[config.mk]
export PLATFORM = sky130hd
export DESIGN_NAME = fbc_back
export DESIGN_NICKNAME = d
export VERILOG_FILES = /design/src/rtl/fbc_pkg.sv /design/src/rtl/fbc_back.sv
export SDC_FILE = /design/constraint.sdc
export NUM_CORES = 1
export LEC_CHECK = 0
export BUFFER_PORTS_ARGS = -buffer_cell sky130_fd_sc_hd__buf_2
export CAP_MARGIN = 30
export CORE_AREA = 2 2 158 160
export CTS_CLUSTER_SIZE = 10
export DETAILED_ROUTE_END_ITERATION = 10
export DIE_AREA = 0 0 160 162
export GPL_TIMING_DRIVEN = 0
export PLACE_DENSITY_LB_ADDON = 0.08
export SYNTH_ARGS = -nofsm -noshare
export SYNTH_HDL_FRONTEND = slang
export SYNTH_SLANG_ARGS = --single-unit
[constraint.sdc]
create_clock -name aclk -period 3.41 [get_ports aclk]
set_input_delay 1.023 -clock aclk [delete_from_list [all_inputs] [get_ports aclk]]
set_output_delay 1.023 -clock aclk [all_outputs]
set_load 0.005 [all_outputs]
[src/rtl/fbc_pkg.sv]
// fbc_pkg: shared types, constants and register codes for frustum_box_cull
// no dependencies; imported by every module of the block

package fbc_pkg;

    localparam int NUM_PLANES  = 6;
    localparam int NUM_AXES    = 3;
    localparam int COORD_W     = 16;
    localparam int CFG_W       = 64;
    localparam int CFG_IDX_W   = 3;
    localparam int D_SHIFT     = 14;
    localparam int PROD_W      = 2 * COORD_W;
    localparam int PART_W      = PROD_W + 1;
    localparam int SUM_W       = PART_W + 1;
    localparam int QUEUE_DEPTH = 2;

    typedef enum logic [CFG_IDX_W-1:0] {
        REG_PLANE_TOP    = 3'd0,
        REG_PLANE_BOTTOM = 3'd1,
        REG_PLANE_RIGHT  = 3'd2,
        REG_PLANE_LEFT   = 3'd3,
        REG_PLANE_NEAR   = 3'd4,
        REG_PLANE_FAR    = 3'd5
    } cfg_reg_e;

    // d in bits 63:48, nz 47:32, ny 31:16, nx 15:0
    typedef struct packed {
        logic [COORD_W-1:0]               d;
        logic [NUM_AXES-1:0][COORD_W-1:0] n;
    } plane_t;

    typedef plane_t [NUM_PLANES-1:0] plane_set_t;

    typedef struct packed {
        logic [NUM_AXES-1:0][COORD_W-1:0] hi;
        logic [NUM_AXES-1:0][COORD_W-1:0] lo;
    } box_t;

    // per plane: nx*px + ny*py and nz*pz + d, both Q.22
    typedef struct packed {
        logic [NUM_PLANES-1:0][PART_W-1:0] xy;
        logic [NUM_PLANES-1:0][PART_W-1:0] zd;
    } part_t;

endpackage

[src/rtl/fbc_back.sv]
// fbc_back: final plane distances, sign test and output register
// depends on fbc_pkg

module fbc_back (
    input  logic           aclk,
    input  logic           aresetn,
    input  logic           in_valid,
    output logic           in_ready,
    input  fbc_pkg::part_t in_item,
    output logic           out_valid,
    input  logic           out_ready,
    output logic           out_visible
);
    import fbc_pkg::*;

    logic                  valid_reg;
    logic                  visible_reg;
    logic                  visible_next;
    logic [SUM_W-1:0]      plane_dist [NUM_PLANES];
    logic [NUM_PLANES-1:0] outside;

    assign in_ready    = !valid_reg || out_ready;
    assign out_valid   = valid_reg;
    assign out_visible = visible_reg;

    always_comb begin
        for (int p = 0; p < NUM_PLANES; p++) begin
            plane_dist[p] = {in_item.xy[p][PART_W-1], in_item.xy[p]}
                          + {in_item.zd[p][PART_W-1], in_item.zd[p]};
            outside[p] = plane_dist[p][SUM_W-1];
        end
        visible_next = ~|outside;
    end

    always_ff @(posedge aclk) begin
        if (!aresetn) begin
            valid_reg <= 1'b0;
        end else if (in_ready) begin
            valid_reg <= in_valid;
        end
    end

    always_ff @(posedge aclk) begin
        if (in_ready && in_valid) begin
            visible_reg <= visible_next;
        end
    end

endmodule

==> results of run 1 <==
synth_stat cells (all sizes together), types with 5 or more instances:
| cell type | number | area, um^2 |
|---|---|---|
| a211oi | 16 | 125.1 |
| a21o | 16 | 120.1 |
| a21oi | 62 | 317.8 |
| and4 | 9 | 78.83 |
| ha | 192 | 2402 |
| inv | 7 | 26.28 |
| nand2 | 44 | 165.2 |
| nand3 | 9 | 45.04 |
| nand4 | 23 | 143.9 |
| nor2 | 26 | 97.59 |
| nor2b | 6 | 37.54 |
| nor3 | 7 | 35.03 |
| o211ai | 5 | 37.54 |
| o21ai | 43 | 215.2 |
logic make-up (layout without fill, tap and decap cells):
family	after synthesis	count (layout)	share of synthesized area (%)
adder cells (fa/ha/maj)	192	192	57.42
multiplexers	1	1	0.2392
AO/OA/AOI/OAI	165	165	23.92
XOR/XNOR	2	2	0.4187
flip-flops	2	2	1.196
buffers and inverters	7	413	0.6281
AND/OR/NAND/NOR	135	135	16.18
cell type report:
| type | count | area, um^2 | share of cell area (%) |
|---|---|---|---|
| inverters | 7 | 26.28 | 0.3933 |
| flip-flops and latches | 2 | 50.05 | 0.7491 |
| repair buffers | 402 | 2012 | 30.11 |
| multi-input cells | 495 | 4109 | 61.50 |
| well taps | 324 | 405.4 | 6.067 |
| clock buffers | 4 | 78.83 | 1.180 |
power groups by stage:
stage	clock [mW]	sequential, mW	combinational, mW
after floorplan	0	0.0284	0.353
after global placement	0	0.0281	0.715
after detailed placement	0	0.0281	0.706
after CTS	0.185	0.0278	0.713
after global routing	0.189	0.0280	0.823
final	0.183	0.0278	0.695
routing by layer:
layer / GRT usage (%) / vias up / part of all wire, %
met1: 14.48 / 2259 / 38
met4: 1.310 / 2 / 0.49
li1: - / 2831 / -
met5: 0 / - / 0.071
met3: 2.554 / 10 / 7.4
met2: 27.10 / 213 / 54
layout by cell type, fill, tap and decap left out, drive strengths merged, types with 2 or more instances in the layout:
cell type	Yosys	routed
o22ai	3	3
a21o	16	16
a21oi	62	62
o2111ai	2	2
a41oi	2	2
nor2	26	26
inv	7	7
buf	0	402
ha	192	192
a211oi	16	16
nand3	9	9
o21ai	43	43
nor3	7	7
xor2	2	2
a31oi	3	3
nor2b	6	6
a221oi	2	2
clkbuf	0	4
a311oi	2	2
o211ai	5	5
nand2b	3	3
nand4	23	23
a22oi	3	3
nand2	44	44
nor4	3	3
and4	9	9
stage by stage:
step | power [mW] | instance area, um^2 | hold slack (ps) | setup TNS (ps)
2_1_floorplan | 0.3816 | 4184 | 536.6 | 0
3_3_place_gp | 0.7428 | 6601 | 528.5 | -155.5
3_5_place_dp | 0.7338 | 6601 | 524.7 | -163.0
4_1_cts | 0.9256 | 6680 | 528.3 | 0
5_1_grt | 1.040 | 6681 | 568.6 | 0
6_report | 0.9052 | 6681 | 522.9 | 0
registers in the layout, summed over array words and instances (netlist names):
signal,count
out_valid,1
out_visible,1
critical path: stages:
cell	delay [ps]
buf_2	100
ha_1	290
and3_1	190
nand3_1	110
o2111a_1	290
o21ai_0	80
o2111ai_1	130
a2111oi_1	600
and4_1	280
how the worst max path moves through the flow:
| stage | startpoint | endpoint | slack [ps] |
|---|---|---|---|
| after floorplan | in_item[196] | out_visible | 620 |
| after global placement | in_item[64] | out_visible | -160 |
| after detailed placement | in_item[37] | out_visible | -160 |
| after CTS | in_item[37] | out_visible | 70 |
| after global routing | in_item[262] | out_visible | 110 |
| final | in_item[63] | out_visible | 400 |
==> results.py, run 1 <==
metrics = {
    "clocking": {
        "clk_path_buf_depth": 2,
        "cts_resized": 0,
        "root_buffer": "clkbuf_16",
        "cts_inserted_buffers": 3,
        "cts_setup_buffers": 0,
        "worstSkewPairLatency_ps": 220,
        "clock_sinks": 2,
        "clk_pin_slew_ps": 30,
        "cts_tree": "done",
        "postCtsHoldBufs": 0,
        "htreeDepth": 1,
    },
    "route": {
        "firstDrtPassIters": 4,
        "antenna_left": 0,
        "drt_wl_total_um": 18200,
        "drtIter0Drc": 113,
        "wl_per_cell_um": 14.75,
        "route.detailed.drc": 0,
        "vias": 5315,
        "via_per_inst": 4.307,
    },
    "placement": {
        "dpl_worst_slack_ps": -163.0,
        "portBuffers": 402,
        "place_congestion": 0.7660,
        "dp_cells": 1230,
        "dp_hpwl_um": 17580,
    },
    "cells_and_area": {
        "final_core_util_pct": 27.72,
        "area_delta_synth_final_pct": 59.69,
        "nets": 1503,
        "fill_cells": 2781,
        "antenna-diode-count": 0,
        "drive_gt1_share_pct": 44.84,
        "instances_no_fill": 1234,
    },
    "floorplanning": {
        "io_pins": 403,
        "start_util_pct": 17.36,
        "core_area_mm2": 0.02411,
        "die_area_mm2": 0.02592,
        "die_height_um": 162,
        "die_x_um": 160,
        "rows": 57,
    },
    "sta": {
        "max_slew_margin_pct": 60.53,
        "fmax_mhz": 331.8,
        "worst_slack_ps": 395.8,
        "fin_crit_ps": 3014,
        "rsz0062_at_grt": "false",
        "tightest_slew_ps": 590.6,
        "fin_skew_ps": 3.107,
        "final_hold_viol_count": 0,
        "fin_crit_sh_pct": 88.39,
        "setup_violations": 0,
        "slew_viol_final": 0,
    },
    "setup_path": {
        "crit_type": "input port to register",
        "path_max_fanout": 2,
        "reg2reg_depth": 2,
        "r2r_start": "out_valid",
        "worstReg2RegEnd": "out_visible",
        "startpoint_type": "input port",
        "end_kind": "register",
        "crit_required_ps": 3500,
        "reg2reg_setup_slack_ps": 2560,
        "crit_arrival_ps": 3100,
    },
    "power_and_ir_drop": {
        "switching_share_pct": 38.48,
        "p_switching_mw": 0.3483,
        "p_int_mw": 0.5569,
        "ir_drop_mv": 0.09708,
        "p_leak_nw": 3.729,
        "power_frac_clock_pct": 20.2,
        "power_density_mw_per_mm2": 135.5,
        "comb_power_share_pct": 76.7,
        "seqPwrFrac_pct": 3.1,
    },
    "synth": {
        "synth_edf_count": 1,
        "syn-cell-area_mm2": 0.004184,
        "yosysUniqueCellTypes": 40,
        "synth_seq_area_share_pct": 1.196,
        "synthCells": 504,
        "synthesis.nets": 1096,
        "yosysWarnings": 0,
        "async_flop_share_pct": 0,
        "synthFlopType": "edfxtp_1",
        "syn_area_per_cell_um2": 8.302,
        "ys_ff_latch": 2,
    },
    "run_status": {
        "status": "finished clean",
    },
    "worst_hold_path": {
        "min-delay-path-class": "register to register",
        "hold_path_end": "out_valid",
        "min_path_cells": 2,
        "hp-start": "out_valid",
    },
    "global_route": {
        "first_global_vias": 5642,
        "antenna_found_initial": 1,
        "grt_max_degree": 5,
        "grt_usage_pct": 13.27,
        "grt-ovfl-total": 0,
        "grt_first_pass_wirelength_um": 27900,
    },
    "flow_run": {
        "maxCapViolCount": 0,
    },
}
No activity file was read; power rests on OpenSTA's default activity.
==> inputs of run 2 (changes only) <==
Settings changed: CELL_PAD_IN_SITES_DETAIL_PLACEMENT set to 0, CELL_PAD_IN_SITES_GLOBAL_PLACEMENT set to 1.
==> results.py, run 2 (synthesis gave the netlist of run 1 again) <==
metrics = {
    "cells_and_area": {
        "multi_input_area_mm2": 0.004108,
        "final_core_util_pct": 27.73,
        "drive_gt1_share_pct": 44.84,
        "nets": 1503,
        "area_delta_synth_final_pct": 59.78,
        "design_area_mm2": 0.006685,
        "layout_commonest_cell": "buf_2",
        "seqCellArea_um2": 50.05,
        "fill_cells": 2781,
        "layout_common_cells": "buf_2, ha_1, a21oi_1",
    },
    "placement": {
        "dp_hpwl_um": 17840,
        "place_congestion": 0.7426,
        "portBuffers": 402,
        "dpl-instance-area_mm2": 0.006601,
        "dpl_worst_slack_ps": -114.7,
    },
    "clocking": {
        "cts_resized": 0,
        "htreeDepth": 1,
        "worstSkewPairLatency_ps": 220,
        "cts_setup_buffers": 0,
        "clock_sinks": 2,
        "root_buffer": "clkbuf_16",
        "cts_tree": "done",
        "clk_path_buf_depth": 2,
        "cts_inserted_buffers": 3,
        "postCtsHoldBufs": 0,
        "clk_pin_slew_ps": 30,
    },
    "floorplanning": {
        "core_area_mm2": 0.02411,
        "die_height_um": 162,
        "io_pins": 403,
        "die_x_um": 160,
        "start_util_pct": 17.36,
        "die_area_mm2": 0.02592,
        "rows": 57,
    },
    "setup_path": {
        "max_stage_delay_ps": 610,
        "r2r_start": "out_valid",
        "worstPathCellList": "buf_2 -> ha_1 -> and3_1 -> nand3_1 -> o2111a_1 -> o21ai_0 -> o2111ai_1 -> a2111oi_0 -> and4_1",
        "end_kind": "register",
        "crit_buf_inv": 1,
        "critPathSlowestCell": "a2111oi_0",
        "path_max_fanout": 2,
        "startpoint_type": "input port",
        "crit_required_ps": 3500,
        "crit_arrival_ps": 3150,
        "cp-startpoint": "in_item[63]",
        "path_delay_family": "compound AO/OA/AOI/OAI gates",
        "crit_type": "input port to register",
    },
    "route": {
        "vias": 5294,
        "firstDrtPassIters": 4,
        "route.detailed.drc": 0,
        "drtIter0Drc": 112,
        "drt_wl_total_um": 18330,
        "antenna_left": 0,
        "wl_per_cell_um": 14.83,
        "via_per_inst": 4.283,
    },
    "global_route": {
        "grt_usage_pct": 13.37,
        "grt-ovfl-total": 0,
        "grt_first_pass_wirelength_um": 27810,
        "antenna_found_initial": 3,
        "grt_max_degree": 5,
        "first_global_vias": 5603,
    },
    "power_and_ir_drop": {
        "power_mw": 0.9085,
        "ir_drop_mv": 0.07302,
        "p_leak_nw": 3.729,
        "power_density_mw_per_mm2": 135.9,
    },
    "sta": {
        "finalSetupTns_ps": 0,
        "slew_viol_final": 0,
        "tightest_slew_ps": 622.4,
        "fin_crit_ps": 3062,
        "fmax_mhz": 326.5,
        "worst_slack_ps": 347.6,
        "setup_violations": 0,
        "final_hold_viol_count": 0,
        "rsz0062_at_grt": "false",
        "max_slew_margin_pct": 57.44,
        "fin_skew_ps": 2.655,
        "fin_crit_sh_pct": 89.81,
    },
    "worst_hold_path": {
        "min-delay-path-class": "register to register",
        "hp-start": "out_valid",
    },
    "flow_run": {
        "maxCapViolCount": 0,
    },
    "run_status": {
        "status": "finished clean",
    },
}
==> run 2: cell type report <==
class                   instances  area share, %
clock buffers                   4          1.179
inverters                       7         0.3930
diodes                          2        0.07486
repair buffers                402          30.10
multi-input cells             495          61.44
flip-flops and latches          2         0.7486
well taps                     324          6.064
==> run 2: path summary, 6_finish.rpt <==
kind | to | slack [ps] | cells after the start
min | out_valid | 540 | 2
max reg2reg | out_visible | 2550 | 2
min reg2reg | out_valid | 540 | 2
max | out_visible | 350 | 9
==> run 2: worst min-delay path, stage by stage, from the launching register on <==
cell      delay (ps)
dfxtp_1          300
nand2b_1         100
a21boi_0          90
==> run 2: where the power goes <==
| group | internal (mW) | leakage [nW] | switching, mW |
|---|---|---|---|
| Sequential | 0.0273 | 0.0183 | 0.000537 |
| Combinational | 0.376 | 3.67 | 0.322 |
| Clock | 0.154 | 0.0382 | 0.0285 |
| Total | 0.558 | 3.73 | 0.351 |
==> run 2: stage by stage <==
stage / instances / hold slack, ps
detailed placement: 1230 / 532.8
global route: 1236 / 568.3
floorplan: 504 / 536.6
CTS: 1234 / 541.1
global placement: 1230 / 532.0
finish: 1236 / 539.7
==> run 2: per-layer routing <==
| layer | vias up | share of wire (%) | track usage [%] |
|---|---|---|---|
| met3 | 10 | 8.0 | 3.013 |
| met5 | - | 0 | 0 |
| met1 | 2235 | 38 | 14.46 |
| met2 | 212 | 53 | 26.92 |
| met4 | 0 | 0.89 | 1.761 |
| li1 | 2837 | - | - |
