File: src/rtl/fbc_pkg.sv
// fbc_pkg: shared types, constants and register codes for frustum_box_cull
// no dependencies; imported by every module of the block

package fbc_pkg;

    localparam int NUM_PLANES  = 6;
    localparam int NUM_AXES    = 3;
    localparam int COORD_W     = 16;
    localparam int CFG_W       = 64;
    localparam int CFG_IDX_W   = 3;
    localparam int D_SHIFT     = 14;
    localparam int PROD_W      = 2 * COORD_W;
    localparam int PART_W      = PROD_W + 1;
    localparam int SUM_W       = PART_W + 1;
    localparam int QUEUE_DEPTH = 2;

    typedef enum logic [CFG_IDX_W-1:0] {
        REG_PLANE_TOP    = 3'd0,
        REG_PLANE_BOTTOM = 3'd1,
        REG_PLANE_RIGHT  = 3'd2,
        REG_PLANE_LEFT   = 3'd3,
        REG_PLANE_NEAR   = 3'd4,
        REG_PLANE_FAR    = 3'd5
    } cfg_reg_e;

    // d in bits 63:48, nz 47:32, ny 31:16, nx 15:0
    typedef struct packed {
        logic [COORD_W-1:0]               d;
        logic [NUM_AXES-1:0][COORD_W-1:0] n;
    } plane_t;

    typedef plane_t [NUM_PLANES-1:0] plane_set_t;

    typedef struct packed {
        logic [NUM_AXES-1:0][COORD_W-1:0] hi;
        logic [NUM_AXES-1:0][COORD_W-1:0] lo;
    } box_t;

    // per plane: nx*px + ny*py and nz*pz + d, both Q.22
    typedef struct packed {
        logic [NUM_PLANES-1:0][PART_W-1:0] xy;
        logic [NUM_PLANES-1:0][PART_W-1:0] zd;
    } part_t;

endpackage

File: src/rtl/fbc_queue.sv
// fbc_queue: short fifo of partial sums between front and back
// circular buffer with read/write pointers; depends on fbc_pkg

module fbc_queue #(
    parameter int DEPTH = fbc_pkg::QUEUE_DEPTH
) (
    input  logic           aclk,
    input  logic           aresetn,
    input  logic           in_valid,
    output logic           in_ready,
    input  fbc_pkg::part_t in_item,
    output logic           out_valid,
    input  logic           out_ready,
    output fbc_pkg::part_t out_item
);
    import fbc_pkg::*;

    localparam int PTR_W = $clog2(DEPTH);
    localparam int CNT_W = $clog2(DEPTH + 1);

    part_t             mem [DEPTH];
    logic [PTR_W-1:0]  wr_ptr_reg;
    logic [PTR_W-1:0]  wr_ptr_next;
    logic [PTR_W-1:0]  rd_ptr_reg;
    logic [PTR_W-1:0]  rd_ptr_next;
    logic [CNT_W-1:0]  count_reg;
    logic [CNT_W-1:0]  count_next;
    logic              push;
    logic              pop;

    assign in_ready  = (count_reg != CNT_W'(DEPTH));
    assign out_valid = (count_reg != '0);
    assign out_item  = mem[rd_ptr_reg];
    assign push      = in_valid && in_ready;
    assign pop       = out_valid && out_ready;

    always_comb begin
        wr_ptr_next = wr_ptr_reg;
        rd_ptr_next = rd_ptr_reg;
        count_next  = count_reg;
        if (push) begin
            wr_ptr_next = (wr_ptr_reg == PTR_W'(DEPTH - 1)) ? '0 : wr_ptr_reg + 1'b1;
        end
        if (pop) begin
            rd_ptr_next = (rd_ptr_reg == PTR_W'(DEPTH - 1)) ? '0 : rd_ptr_reg + 1'b1;
        end
        if (push && !pop) begin
            count_next = count_reg + 1'b1;
        end else if (pop && !push) begin
            count_next = count_reg - 1'b1;
        end
    end

    always_ff @(posedge aclk) begin
        if (!aresetn) begin
            wr_ptr_reg <= '0;
            rd_ptr_reg <= '0;
            count_reg  <= '0;
        end else begin
            wr_ptr_reg <= wr_ptr_next;
            rd_ptr_reg <= rd_ptr_next;
            count_reg  <= count_next;
        end
    end

    always_ff @(posedge aclk) begin
        if (push) begin
            mem[wr_ptr_reg] <= in_item;
        end
    end

endmodule

File: config.mk
export PLATFORM = sky130hd
export DESIGN_NAME = fbc_queue
export DESIGN_NICKNAME = d
export VERILOG_FILES = /design/src/rtl/fbc_pkg.sv /design/src/rtl/fbc_queue.sv
export SDC_FILE = /design/constraint.sdc
export NUM_CORES = 1
export LEC_CHECK = 0
export BUFFER_PORTS_ARGS = -buffer_cell sky130_fd_sc_hd__buf_4
export CORE_AREA = 2 2 313 315
export DETAILED_ROUTE_END_ITERATION = 7
export DIE_AREA = 0 0 315 317
export GPL_TIMING_DRIVEN = 0
export HOLD_SLACK_MARGIN = 0.02
export PLACE_DENSITY_LB_ADDON = 0.2
export SKIP_LAST_GASP = 1
export SLEW_MARGIN = 10
export SYNTH_ARGS = -nofsm -noshare
export SYNTH_HDL_FRONTEND = slang
export SYNTH_SLANG_ARGS = --single-unit
File: constraint.sdc
create_clock -name aclk -period 11.4 [get_ports aclk]
set_input_delay 0 -clock aclk [delete_from_list [all_inputs] [get_ports aclk]]
set_output_delay 0 -clock aclk [all_outputs]
set_load 0.02 [all_outputs]
==> results of run 1 <==
-- per-layer routing --
metal  part of all wire, %  global-route usage [%]  vias up
met1                    35                    15.7     8456
met4                   3.6                    6.56        6
li1                      -                       -     7849
met2                    53                    28.1      568
met3                   7.8                    5.15      140
met5                 0.054                       0        -
-- cell usage after synthesis --
cell type	count	area, µm²
mux2_4	340	5100
or3_1	1	6.26
and3_1	1	6.26
nand2b_1	1	6.26
o21ai_1	1	5.00
ha_1	1	12.5
buf_2	5	25.0
a21bo_2	1	10.0
xnor2_1	2	17.5
a21boi_0	2	15.0
or2_2	1	6.26
o21ai_0	1	5.00
nand3b_1	1	7.51
xor2_1	1	8.76
dfxtp_1	5	100
buf_6	27	304
and2_1	4	25.0
inv_1	1	3.75
buf_8	12	180
edfxtp_1	792	23800
mux2_2	56	631
-- power by group --
group          internal [mW]  leakage (nW)  switching [mW]
logic                   1.57          9.00            1.65
clock network           1.54          1.32            1.12
registers               3.66          7.44          0.0815
-- layout by cell type, fill, tap and decap left out, types with 5 or more instances in the layout --
| master | Yosys | layout |
|---|---|---|
| buf_4 | 0 | 797 |
| edfxtp_1 | 792 | 792 |
| dlygate4sd3_1 | 0 | 495 |
| mux2_4 | 340 | 340 |
| clkbuf_16 | 0 | 91 |
| mux2_2 | 56 | 56 |
| buf_6 | 27 | 27 |
| clkinv_1 | 0 | 25 |
| clkbuf_1 | 0 | 20 |
| clkinv_2 | 0 | 14 |
| buf_8 | 12 | 12 |
| buf_16 | 0 | 11 |
| diode_2 | 0 | 5 |
| buf_2 | 5 | 5 |
| dfxtp_1 | 5 | 5 |
-- path summary, 6_finish.rpt --
path	startpoint	to
min reg2reg	count_reg[1]	count_reg[1]
min	in_item[342]	mem[0][342]
max	count_reg[0]	mem[1][123]
max reg2reg	count_reg[0]	mem[1][123]
-- logic make-up after synthesis --
logic type | count (synthesis)
AO/OA/AOI/OAI | 5
XOR/XNOR | 3
adder cells (fa/ha/maj) | 1
buffers and inverters | 45
flip-flops | 797
multiplexers | 396
AND/OR/NAND/NOR | 9
-- critical path, cell delays in order (launching register included) --
cell,delay [ns]
dfxtp_1,0.42
nand2b_1,0.22
and3_4,0.72
buf_16,0.34
buf_16,0.28
buf_16,0.30
-- per-stage QoR --
step	hold slack [ns]	util, %
6_report	0.0859	47.6
3_5_place_dp	0.187	39.6
4_1_cts	0.0201	47.6
3_3_place_gp	0.185	39.3
5_1_grt	0.0362	47.6
2_1_floorplan	0.0989	-
-- area by class of cell --
class                      instances  area [µm²]
fill                            8215       50500
sequential                       797       23900
timing repair buffer            1303       11200
multi-input combinational        414        5870
clock buffer                     111        2350
tap                             1276        1600
buffer                            44         509
clock inverter                    48         328
antenna                            5        12.5
inverter                           1        11.3
==> impl_metrics.tcl, run 1 <==
set metrics [dict create \
    status "finished, final reports clean" \
    firstDrtPassIters 4 \
    dp_slack_ns 8.57 \
    max_freq_ghz 0.356 \
    drive_above_1_share_pct 50.3 \
    synthAdderAreaFrac_pct 0.0413 \
    worstSetupPathType "reg2reg" \
    die_area_um2 99900 \
    fin_setup_tns_ns 0 \
    largest_reg_flops 792 \
    postRouteAntennaNets 0 \
    seq_area_frac_synth_pct 78.9 \
    cp.arrival_ns 3.11 \
    cts_made_buffers 88 \
    area_delta_synth_final_pct 51.4 \
    fin_nets 3050 \
    maxCapViolCount 0 \
    worstMarginPinSlew_ns 0.785 \
    vias 17000 \
    total_power_mw 9.62 \
    start_kind "flop" \
    power.leakage_nw 17.8 \
    synthXorXnorAreaFrac_pct 0.0868 \
    fin_crit_ns 2.81 \
    die_h_um 317 \
    max-slew-margin-rel_pct 47.7 \
    holdPathStages 2 \
    routabilityCongestion 0.753 \
    routed_wirelength_mm 79.6 \
    synth-simple-area-share_pct 0.190 \
    cts-hold-fix-buffers 495 \
    syn_area_um2 30300 \
    grt_pass1_wl_mm 113 \
    final_max_slew_viol_count 0 \
    io_buffers 797 \
    ctsResizeCount 0 \
    cp-end-kind "flop" \
    rrSetupSlack_ns 8.59 \
    grt_antenna_before_repair 11 \
    hpwl_mm 55.3 \
    hold_class "in2reg" \
    grt_pass1_vias 18500 \
    synthCells 1256 \
    setup_viol 0 \
    initial_core_util_pct 31.4 \
    place_inst 3340 \
    r2r_cells 5 \
    cts.clk_slew.worst_paths_ns 0.06 \
    synth_seq_cells 797 \
    fin_crit_sh_pct 24.6 \
    peakVddDrop_uv 136 \
    synth_top_family_by_area "multiplexers" \
    setup_ws_ns 8.59 \
    place_area_um2 38200 \
    ioPinCount 798 \
    critPathMaxFanout 56 \
    synth.lib_cells_used.distinct 21 \
    post_cts_buffers 0 \
    rsz0062_at_grt "false" \
    synthMuxAreaShare_pct 19.0 \
    yosys_warnings 0 \
    overflow 0 \
    cts_sinks 797 \
    die_w_um 315 \
    clk_latency_ns 0.65 \
    grt_max_degree 103 \
    tritoncts "built" \
    syn-num-nets 1657 \
    cts_root_buf "clkbuf_16" \
    hold_viol 0 \
    crit_required_ns 11.70 \
    stdcell_count 3999 \
    num_rows 114 \
    first_iter_violations 844 \
    clock_skew_ns 0.0289 \
    drc 0 \
    core_area_um2 96300 \
    synth_compound_area_share_pct 0.116 \
    clockBufferDepth 3 \
    design_area_um2 45800 \
    vias_per_cell 4.26 \
    h-tree-depth 3 \
    powerDensity_nw_per_um2 210 \
    avgSynthCellArea_um2 24.1 \
    post_drt_wl_per_cell_um 19.9 \
    track_usage_pct 15.2 \
]
Note: power is estimated with default switching activity, not from simulation.
==> run 2: changes to the inputs <==
- clock period: 11.4 -> 2.7 ns (I/O delays scaled with it)
==> run 2 against run 1 <==
  * Largest power group unchanged
  * Worst hold slack got worse by 0.0068 ns
  * Register-to-register slack got worse by 8.4 ns
  * Clock skew fell by 0.0060 ns
  * First-iteration DRC count fell by 1.2%
  * Global-route usage fell by 0.21 points
  * Cell area fell by 0.61%
==> impl_metrics.tcl, run 2 (synthesis results as in run 1) <==
set metrics [dict create \
    status "finished, final reports clean" \
    hold_class "in2reg" \
    fin_setup_tns_ns 0 \
    p_sw_share_pct 29.5 \
    h-tree-depth 3 \
    setup_ws_ns 0.152 \
    tritoncts "built" \
    worstHoldStart "in_item[13]" \
    final_util_pct 47.3 \
    setup_viol 0 \
    maxCapViolCount 0 \
    grt_max_degree 58 \
    cts_root_buf "clkbuf_16" \
    top_layer_used "met5" \
    crit_required_ns 3.00 \
    ioPinCount 798 \
    start_kind "flop" \
    power.leakage_nw 17.6 \
    fin_crit_sh_pct 94.4 \
    place_inst 3349 \
    routed_wirelength_mm 78.6 \
    clock_skew_ns 0.0229 \
    layout_common_cells "buf_4 (801), edfxtp_1 (792), dlygate4sd3_1 (437), mux2_4 (340), clkbuf_16 (89)" \
    cts.clk_slew.worst_paths_ns 0.06 \
    critPathMaxFanout 52 \
    area_delta_synth_final_pct 50.4 \
    clkPwrFrac_pct 28.1 \
    cts_made_buffers 87 \
    peakVddDrop_uv 631 \
    die_h_um 317 \
    drc 0 \
    vias_per_cell 4.24 \
    num_rows 114 \
    postRouteAntennaNets 0 \
    grt_pass1_wl_mm 112 \
    p_int_mw 28.9 \
    largest_reg_flops 792 \
    post_drt_wl_per_cell_um 19.9 \
    io_buffers 797 \
    wl_met3_mm 5.88 \
    regToRegStartpoint "count_reg[0]" \
    first_iter_violations 834 \
    stdcell_count 3958 \
    met1_length_mm 27.7 \
    powerDensity_nw_per_um2 901 \
    comb_power_share_pct 33.4 \
    cp.arrival_ns 2.85 \
    clk_latency_ns 0.65 \
    total_power_mw 41.0 \
    initial_core_util_pct 31.4 \
    worstSetupPathType "reg2reg" \
    overflow 0 \
    rsz0062_at_grt "false" \
    dp_slack_ns -0.282 \
    die_area_um2 99900 \
    p_seq_share_pct 38.5 \
    fin_crit_ns 2.55 \
    grt_pass1_vias 18200 \
    grt_antenna_before_repair 10 \
    cp-end-kind "flop" \
    final_common_cell "buf_4" \
    startpoint "count_reg[0]" \
    die_w_um 315 \
    fin_nets 3006 \
    routabilityCongestion 0.745 \
    hold_viol 0 \
    cts_sinks 797 \
    dr_wl_met2_mm 42.3 \
    firstDrtPassIters 6 \
    vias 16800 \
    max-slew-margin-rel_pct 50.4 \
    core_area_um2 96300 \
    clockBufferDepth 3 \
    hpwl_mm 54.8 \
    max_freq_ghz 0.392 \
    fill_cells 8195 \
    p_switching_mw 12.1 \
    track_usage_pct 15.0 \
    drive_above_1_share_pct 52.1 \
    worstMarginPinSlew_ns 0.740 \
    final_max_slew_viol_count 0 \
]
run 2: worst max-delay path, stage by stage, from the launching register on:
cell and delay (ns):
dfxtp_2 0.38, nand2b_4 0.19, and3_4 0.37, buf_16 0.29, buf_16 0.29, buf_16 0.24
buf_16 0.28
run 2: final cells by class:
cell class / count / area [µm²] / share of cell area (%)
sequential: 797 / 23900 / 52.5
timing repair buffer: 1257 / 10900 / 23.8
multi-input combinational: 416 / 5890 / 12.9
clock buffer: 104 / 2260 / 4.97
tap: 1276 / 1600 / 3.51
buffer: 44 / 509 / 1.12
clock inverter: 54 / 493 / 1.08
antenna: 8 / 20.0 / 0.0440
inverter: 1 / 7.51 / 0.0165
timing repair inverter: 1 / 5.00 / 0.0110
run 2: path summary, 6_finish.rpt:
kind                        to  depth (start not counted)  slack, ns
hold / removal      mem[0][13]                          2       0.08
hold reg to reg   count_reg[1]                          2       0.58
setup reg to reg   mem[1][259]                          6       0.15
setup / recovery   mem[1][259]                          6       0.15
run 2: timing repair:
item,4_1_cts,5_1_grt
setup buffers,2,2
endpoints found under the hold margin,816,0
pin swaps,1,1
endpoints found under the setup margin,139,117
hold buffers,437,0
resized for setup,0,2
gates cloned,3,1
run 2: per-layer routing:
layer  track usage [%]  vias up
li1                  -     7764
met3              4.86      132
met2              27.6      542
met1              15.7     8351
met5                 0        -
met4              6.41        6
run 2: power by group through the flow:
stage | logic [mW] | registers (mW) | clock network, mW
floorplan | 7.95 | 16.4 | 0
global placement | 11.8 | 16.1 | 0
detailed placement | 13.3 | 16.0 | 0
CTS | 13.9 | 15.8 | 11.9
global route | 14.4 | 15.9 | 12.3
finish | 13.7 | 15.8 | 11.5
run 2: through the flow:
stage / hold slack (ns) / cell area, µm²
floorplan: 0.0989 / 30300
global placement: 0.185 / 37900
detailed placement: 0.187 / 38300
CTS: 0.0200 / 45500
global route: 0.0475 / 45500
finish: 0.0791 / 45500
==> run 3: changes to the inputs <==
- RECOVER_POWER: not set -> 25
==> run 3 against run 2 <==
  * Cell area is 0.27% lower
  * Worst hold slack gained 0.018 ns
  * Critical path depth unchanged
  * Combinational power about the same
  * Sequential cell count unchanged
  * Die area unchanged
  * Worst setup slack got worse by 0.011 ns
  * Routed wire length down 0.36%
  * Power fell by 0.14%
  * Critical path type unchanged
  * Critical endpoint is now mem[1][264]
==> impl_metrics.tcl, run 3 (synthesis results as in run 1) <==
set metrics [dict create \
    seqCellArea_um2 23900 \
    max-slew-margin-rel_pct 51.2 \
    p_seq_share_pct 38.6 \
    firstDrtPassIters 4 \
    grt_antenna_before_repair 10 \
    cp-end-kind "flop" \
    hold_class "in2reg" \
    clkPwrFrac_pct 28.1 \
    cts_root_buf "clkbuf_16" \
    grt_max_degree 58 \
    comb_power_share_pct 33.3 \
    start_kind "flop" \
    fin_crit_ns 2.56 \
    num_rows 114 \
    multi_input_area_um2 5890 \
    clock_skew_ns 0.0226 \
    vias 16800 \
    layout_common_cells "edfxtp_1 (792), buf_4 (546), dlygate4sd3_1 (437), mux2_4 (340), clkbuf_4 (222)" \
    powerDensity_nw_per_um2 902 \
    cts.clk_slew.worst_paths_ns 0.06 \
    clockBufferDepth 3 \
    routed_wirelength_mm 78.3 \
    largest_reg_flops 792 \
    fin_nets 3006 \
    clk_latency_ns 0.65 \
    crit_chain "nand2b_4 -> and3_4 -> buf_16 -> buf_16 -> buf_16 -> buf_16" \
    total_power_mw 40.9 \
    h-tree-depth 3 \
    max_freq_ghz 0.391 \
    die_h_um 317 \
    overflow 0 \
    p_int_mw 28.9 \
    grt_pass1_wl_mm 112 \
    ioPinCount 798 \
    status "finished, final reports clean" \
    worstSetupPathType "reg2reg" \
    drive_above_1_share_pct 50.8 \
    track_usage_pct 15.0 \
    fill_cells 8223 \
    core_area_um2 96300 \
    final_max_slew_viol_count 0 \
    power.leakage_nw 17.5 \
    critPathMaxFanout 52 \
    drc 0 \
    die_w_um 315 \
    cp.arrival_ns 2.86 \
    peakVddDrop_uv 633 \
    hold_viol 0 \
    postRouteAntennaNets 0 \
    first_iter_violations 795 \
    io_buffers 797 \
    p_switching_mw 12.1 \
    initial_core_util_pct 31.4 \
    setup_viol 0 \
    maxCapViolCount 0 \
    design_area_um2 45400 \
    p_sw_share_pct 29.5 \
    hpwl_mm 54.8 \
    cpPeakStageDelay_ns 0.38 \
    rsz0062_at_grt "false" \
    fin_crit_sh_pct 94.8 \
    crit_required_ns 3.00 \
    cts_made_buffers 87 \
    cpMaxStageDelayCell "dfxtp_2" \
    post_drt_wl_per_cell_um 19.8 \
    place_area_um2 38300 \
    vias_per_cell 4.25 \
    rrSetupSlack_ns 0.14 \
    routabilityCongestion 0.745 \
    tritoncts "built" \
    area_delta_synth_final_pct 50.0 \
    worstMarginPinSlew_ns 0.728 \
    final_common_cell "edfxtp_1" \
    grt_pass1_vias 18200 \
    critPathMostFrequentCell "buf_16" \
    die_area_um2 99900 \
    cts_sinks 797 \
]
-- run 3: layout make-up --
| cell class | count | area share, % |
|---|---|---|
| Tap cell | 1276 | 3.52 |
| Antenna cell | 8 | 0.0441 |
| Clock buffer | 104 | 4.98 |
| Multi-Input combinational cell | 416 | 13.0 |
| Timing Repair inverter | 1 | 0.0110 |
| Clock inverter | 54 | 1.09 |
| Buffer | 44 | 1.12 |
| Inverter | 1 | 0.0165 |
| Timing Repair Buffer | 1257 | 23.6 |
| Sequential cell | 797 | 52.6 |
-- run 3: final timing paths --
| kind | start | end | cells after the start |
|---|---|---|---|
| max | count_reg[0] | mem[1][264] | 6 |
| min | in_item[13] | mem[0][13] | 2 |
| max reg2reg | count_reg[0] | mem[1][264] | 6 |
| min reg2reg | count_reg[1] | count_reg[1] | 2 |
-- run 3: routing by layer --
layer	vias up	wire length, µm	part of all wire, %	track usage (%)
met3	135	5940	7.6	4.86
met5	-	38	0.049	0
met4	6	2680	3.4	6.41
li1	7770	-	-	-
met2	536	42000	54	27.6
met1	8357	27600	35	15.7
-- run 3: per-stage QoR --
stage | utilization [%] | TNS [ns] | setup slack [ns] | hold slack, ns | cells
after CTS | 47.3 | 0 | 0.0122 | 0.0200 | 3949
after detailed placement | 39.8 | -26.86 | -0.282 | 0.187 | 3349
final | 47.2 | 0 | 0.141 | 0.0969 | 3958
after global placement | 39.3 | -5574.37 | -8.23 | 0.185 | 3329
after global routing | 47.2 | 0 | 0.0236 | 0.0686 | 3956
after floorplan | - | -2920.68 | -4.29 | 0.0989 | 1256
-- run 3: critical path: cells and delay by family, from the launching register on --
| family | cells | cell delay (ns) |
|---|---|---|
| simple gates | 2 | 0.57 |
| buf+inv | 4 | 1.11 |
| flops | 1 | 0.38 |
-- run 3: power groups by stage --
| stage | combinational, mW | clock (mW) | sequential, mW |
|---|---|---|---|
| after floorplan | 7.95 | 0 | 16.4 |
| after global placement | 11.8 | 0 | 16.1 |
| after detailed placement | 13.3 | 0 | 16.0 |
| after CTS | 13.9 | 11.9 | 15.8 |
| after global routing | 14.4 | 12.3 | 15.9 |
| final | 13.7 | 11.5 | 15.8 |
-- run 3: repair_timing --
item                                    CTS  global route
endpoints found under the setup margin  139           117
resized for setup                         0             2
cloned                                    3             1
setup buffers                             2             2
pin swaps                                 1             1
hold buffers                            437             0
hold endpoints to repair                816             0
